`src/rtl/core/bba_pkg.sv`:
```
package bba_pkg;

  localparam int ORDER_TOP   = 10;
  localparam int BLOCK_SHIFT = 12;
  localparam int NBLK        = 1 << ORDER_TOP;
  localparam int NORD        = ORDER_TOP + 1;
  localparam int AW          = ORDER_TOP;
  localparam int LW          = AW + 1;
  localparam int OW          = 4;
  localparam int HDR_W       = 12;
  localparam int REQ_W       = 23;
  localparam int SUM_W       = REQ_W + 1;
  localparam int QW          = SUM_W - BLOCK_SHIFT;
  localparam int SW          = 4;
  localparam int STEP_W      = 3;

  localparam logic [LW-1:0]    NIL        = LW'(NBLK);
  localparam logic [OW-1:0]    MAX_O      = OW'(ORDER_TOP);
  localparam logic [HDR_W-1:0] HDR_RESET  = HDR_W'(32);

  localparam logic OP_ALLOC = 1'b0;
  localparam logic OP_FREE  = 1'b1;

  localparam logic [1:0] ST_OK      = 2'd0;
  localparam logic [1:0] ST_NOMEM   = 2'd1;
  localparam logic [1:0] ST_ZERO    = 2'd2;
  localparam logic [1:0] ST_BADFREE = 2'd3;

  localparam logic [SW-1:0] S_CLEAR = 4'd0;
  localparam logic [SW-1:0] S_IDLE  = 4'd1;
  localparam logic [SW-1:0] S_DEC   = 4'd2;
  localparam logic [SW-1:0] S_SRCH  = 4'd3;
  localparam logic [SW-1:0] S_ARD   = 4'd4;
  localparam logic [SW-1:0] S_SPLIT = 4'd5;
  localparam logic [SW-1:0] S_GRANT = 4'd6;
  localparam logic [SW-1:0] S_FRD   = 4'd7;
  localparam logic [SW-1:0] S_FCHK  = 4'd8;
  localparam logic [SW-1:0] S_PUSH  = 4'd9;
  localparam logic [SW-1:0] S_MRD   = 4'd10;
  localparam logic [SW-1:0] S_MCHK  = 4'd11;
  localparam logic [SW-1:0] S_MERGE = 4'd12;
  localparam logic [SW-1:0] S_FIN   = 4'd13;

  localparam logic [STEP_W-1:0] SPLIT_LAST = 3'd3;
  localparam logic [STEP_W-1:0] GRANT_LAST = 3'd1;
  localparam logic [STEP_W-1:0] PUSH_LAST  = 3'd1;
  localparam logic [STEP_W-1:0] MERGE_LAST = 3'd5;

  typedef struct packed {
    logic             op;
    logic [REQ_W-1:0] req_bytes;
    logic [AW-1:0]    free_block;
  } bba_in_t;

  typedef struct packed {
    logic [1:0]    status;
    logic [AW-1:0] block_index;
    logic [OW-1:0] block_order;
  } bba_out_t;

  typedef struct packed {
    logic [SW-1:0]     state;
    logic [STEP_W-1:0] step;
    logic              accept;
    logic              load_out;
  } bba_cmd_t;

  typedef struct packed {
    logic clr_done;
    logic is_free;
    logic zero;
    logic too_big;
    logic found;
    logic split;
    logic alloc_ok;
    logic push_more;
    logic mergeable;
    logic merge_more;
  } bba_stat_t;

endpackage

```
`src/rtl/core/bba_ctrl.sv`:
```
module bba_ctrl (
  input  logic               clk,
  input  logic               rst,
  input  logic               in_valid,
  output logic               in_ready,
  output logic               out_valid,
  input  logic               out_ready,
  input  bba_pkg::bba_stat_t stat,
  output bba_pkg::bba_cmd_t  cmd
);
  import bba_pkg::*;

  logic [SW-1:0]     state, state_next;
  logic [STEP_W-1:0] step, step_next;
  logic              load_out;

  assign in_ready = (state == S_IDLE);
  assign load_out = (state == S_FIN) && (!out_valid || out_ready);

  always_comb begin
    state_next = state;
    unique case (state)
      S_CLEAR: if (stat.clr_done) state_next = S_IDLE;
      S_IDLE:  if (in_valid) state_next = S_DEC;
      S_DEC: begin
        priority if (stat.is_free) state_next = S_FRD;
        else if (stat.zero || stat.too_big) state_next = S_FIN;
        else state_next = S_SRCH;
      end
      S_SRCH:  state_next = stat.found ? S_ARD : S_FIN;
      S_ARD:   state_next = stat.split ? S_SPLIT : S_GRANT;
      S_SPLIT: if (step == SPLIT_LAST) state_next = S_ARD;
      S_GRANT: if (step == GRANT_LAST) state_next = S_FIN;
      S_FRD:   state_next = S_FCHK;
      S_FCHK:  state_next = stat.alloc_ok ? S_PUSH : S_FIN;
      S_PUSH:  if (step == PUSH_LAST) state_next = stat.push_more ? S_MRD : S_FIN;
      S_MRD:   state_next = S_MCHK;
      S_MCHK:  state_next = stat.mergeable ? S_MERGE : S_FIN;
      S_MERGE: if (step == MERGE_LAST) state_next = stat.merge_more ? S_MRD : S_FIN;
      S_FIN:   if (load_out) state_next = S_IDLE;
      default: state_next = S_CLEAR;
    endcase
  end

  assign step_next = (state_next != state) ? '0 : step + STEP_W'(1);

  always_ff @(posedge clk) begin
    if (rst) begin
      state     <= S_CLEAR;
      step      <= '0;
      out_valid <= 1'b0;
    end else begin
      state <= state_next;
      step  <= step_next;
      if (load_out) begin
        out_valid <= 1'b1;
      end else if (out_ready) begin
        out_valid <= 1'b0;
      end
    end
  end

  always_comb begin
    cmd.state    = state;
    cmd.step     = step;
    cmd.accept   = in_valid && in_ready;
    cmd.load_out = load_out;
  end

endmodule

```
`config.mk`:
```
export PLATFORM = sky130hd
export DESIGN_NAME = bba_ctrl
export DESIGN_NICKNAME = d
export VERILOG_FILES = /design/src/rtl/core/bba_pkg.sv /design/src/rtl/core/bba_ctrl.sv
export SDC_FILE = /design/constraint.sdc
export NUM_CORES = 1
export LEC_CHECK = 0
export BUFFER_PORTS_ARGS = -buffer_cell sky130_fd_sc_hd__buf_4
export CAP_MARGIN = 10
export CELL_PAD_IN_SITES_DETAIL_PLACEMENT = 0
export CELL_PAD_IN_SITES_GLOBAL_PLACEMENT = 1
export CORE_AREA = 8 8 55 57
export CTS_CLUSTER_SIZE = 24
export DETAILED_ROUTE_END_ITERATION = 16
export DIE_AREA = 0 0 63 65
export PLACE_DENSITY_LB_ADDON = 0.3
export SETUP_SLACK_MARGIN = 0.02
export SLEW_MARGIN = 20
export SYNTH_ARGS = -nofsm -noshare
export SYNTH_HDL_FRONTEND = slang
export SYNTH_SLANG_ARGS = --single-unit
```
`constraint.sdc`:
```
create_clock -name clk -period 3.1 [get_ports clk]
set_input_delay 0.31 -clock clk [delete_from_list [all_inputs] [get_ports clk]]
set_output_delay 0.31 -clock clk [all_outputs]
set_load 0.01 [all_outputs]
```
==> impl_metrics.json <==
{
  "synthTopCellsByArea": "dfxtp_1, nor3_1, a21oi_1",
  "crit_slowest_cell": "dfxtp_1",
  "cts_inserted_buffers": 3,
  "synth_flop_cell": "dfxtp_1",
  "core_area_um2": 2150,
  "drive_above_1_share_pct": 25.2,
  "drt_iter0_drc": 14,
  "crit_top_cell": "nor3_1",
  "final_area_um2": 926,
  "die-area_um2": 4100,
  "cts_tree": "built",
  "fmax_mhz": 455,
  "cpPeakStageDelay_ns": 0.67,
  "clock-sinks": 8,
  "antennaDiodeCount": 0,
  "routed_wl_um": 2180,
  "track_usage_pct": 10.8,
  "yosys.cell_types.count": 36,
  "ctsResizeCount": 0,
  "path_max_fanout": 17,
  "yosysMostFrequentCell": "nor3_1",
  "routedWlPerCell_um": 14.5,
  "antenna_found_initial": 0,
  "initial_core_util_pct": 33.5,
  "synth_cells": 103,
  "grt_pass1_wl_um": 3710,
  "fin_tns_setup_ns": 0,
  "grt_max_degree": 23,
  "reg2reg_depth": 6,
  "area.sequential_um2": 160,
  "setup_viol": 0,
  "multi_input_area_um2": 490,
  "status": "complete, no violations",
  "ff2ff_setup_slack_ns": 0.90,
  "min_period_over_period_pct": 70.9,
  "whs_path_depth": 2,
  "fin_crit_ns": 2.20,
  "yosys-top-cells-count": "nor3_1, a21oi_1, dfxtp_1, nand2_1, o21ai_0",
  "critPathRequiredTime_ns": 3.27,
  "drt_pass1_iterations": 4,
  "area_growth_pct": 28.5,
  "grt_pass1_vias": 781,
  "worstPathCellList": "clkinv_1 > a31oi_1 > nor3_1 > a211oi_1 > o221ai_1 > nor3_1",
  "dieWidth_um": 63,
  "yosysTopAreaCellShare_pct": 22.2,
  "worstMarginPinSlew_ns": 0.677,
  "setup.worst_path.start_class": "flip-flop",
  "worst-setup-path-type": "flip-flop to flip-flop",
  "r2r_end": "step[1]",
  "clockRootBuffer": "clkbuf_4",
  "clk_path_buf_depth": 2,
  "dp_slack_ns": 0.913,
  "synth_area_leader_cell": "dfxtp_1",
  "clock_latency_ns": 0.25,
  "hold_buffers": 0,
  "slew_headroom_pct": 54.8,
  "post-dp-hpwl_um": 1730,
  "detail-route-antenna-nets": 0,
  "clk_pin_slew_ns": 0.06,
  "viasPerCell": 5.51,
  "ys_seq_area_share_pct": 22.2,
  "drv_cap": 0,
  "post_cts_buffers": 0,
  "gp_congestion": 0.837,
  "synth_edf_count": 0,
  "layout_setup_ws_ns": 0.904,
  "syn_avg_cell_area_um2": 7.00,
  "holdCritStartpoint": "rst",
  "vias": 832,
  "power_leakage_nw": 0.381,
  "route.detailed.drc": 0,
  "fin_skew_ns": 0.00742,
  "overflow": 0,
  "io_pins": 25,
  "rsz0062_at_grt": "no",
  "ir_worst_vdd_v": 0.000391,
  "setup.worst_path.end_class": "flip-flop",
  "fillers": 240,
  "die_y_um": 65,
  "port_buffers": 24,
  "ys_seq_elements": 8,
  "hp-class": "input pin to flip-flop",
  "syn-cell-area_um2": 721,
  "row_count": 17,
  "min_to": "out_valid",
  "slew_viol_final": 0,
  "synthArstFlopShare_pct": 0,
  "synthesis.nets": 120,
  "p_total_mw": 0.806,
  "final_nets": 142,
  "ys_warn_count": 0,
  "r2r_start": "state[2]",
  "cp.arrival_ns": 2.36,
  "htreeDepth": 1,
  "placed_area_um2": 903,
  "hold_violations": 0,
  "pwr_density_cell_nw_per_um2": 871
}
-- layer usage --
layer / track usage [%] / vias up / part of all wire, %
met2: 17.5 / 26 / 49
met1: 13.5 / 379 / 44
met4: 0.855 / 0 / 0
li1: - / 427 / -
met3: 4.64 / 0 / 6.9
met5: 0 / - / 0
-- registers in the layout, indices dropped and copies added (netlist names) --
name and cells:
state 4, step 3, out_valid 1
-- how the worst max path moves through the flow --
stage	from	slack (ns)	to
after floorplan	step[0]	1.30	step[0]
after global placement	state[2]	0.91	step[1]
after detailed placement	state[2]	0.91	step[1]
after CTS	state[2]	0.87	step[1]
after global routing	state[2]	0.61	step[0]
final	state[2]	0.90	step[1]
-- logic make-up after synthesis --
logic type	Yosys count	share of synthesized area, %
fa+ha+maj	3	5.21
buf+inv	16	9.72
compound gates	34	31.9
simple gates	42	30.9
flops	8	22.2
-- per-stage QoR --
stage / cells / hold WS (ns) / utilization, %
finish: 151 / 0.269 / 43.1
global route: 151 / 0.265 / 43.1
CTS: 151 / 0.264 / 43.1
detailed placement: 148 / 0.505 / 42.1
global placement: 148 / 0.496 / 42.1
floorplan: 103 / 0.379 / -
-- critical path: cells and delay by family, from the launching register on --
| family | cells | cell delay (ns) |
|---|---|---|
| AOI/OAI and AO/OA | 3 | 0.72 |
| buffers and inverters | 1 | 0.42 |
| and+or+nand+nor | 2 | 0.29 |
| DFF | 1 | 0.67 |
-- cell usage in the layout, fill, tap and decap left out, types with 2 or more instances in the layout --
cell / netlist / final
o21ai_0: 7 / 7
o31ai_1: 5 / 5
o221ai_1: 2 / 2
nor3_1: 9 / 9
dfxtp_1: 8 / 8
ha_1: 3 / 3
nor2_1: 5 / 5
inv_1: 6 / 6
nor2b_1: 2 / 2
nor3b_1: 3 / 3
nand3_1: 3 / 3
and3_1: 3 / 3
buf_4: 1 / 25
a2111o_1: 2 / 2
nand2_1: 8 / 8
a21oi_1: 8 / 8
a31oi_1: 4 / 4
nand2b_1: 2 / 2
clkbuf_4: 0 / 3
-- where the power goes --
group	internal, mW	switching [mW]
clock	0.0442	0.0333
sequential	0.135	0.101
combinational	0.225	0.268
-- final cells by class --
type	count	share of cell area (%)
Inverter	8	3.24
Clock buffer	3	2.43
Multi-Input combinational cell	79	53.0
Sequential cell	8	17.3
Tap cell	28	3.78
Timing Repair Buffer	25	20.3
Power figures use the tool's default switching activity.
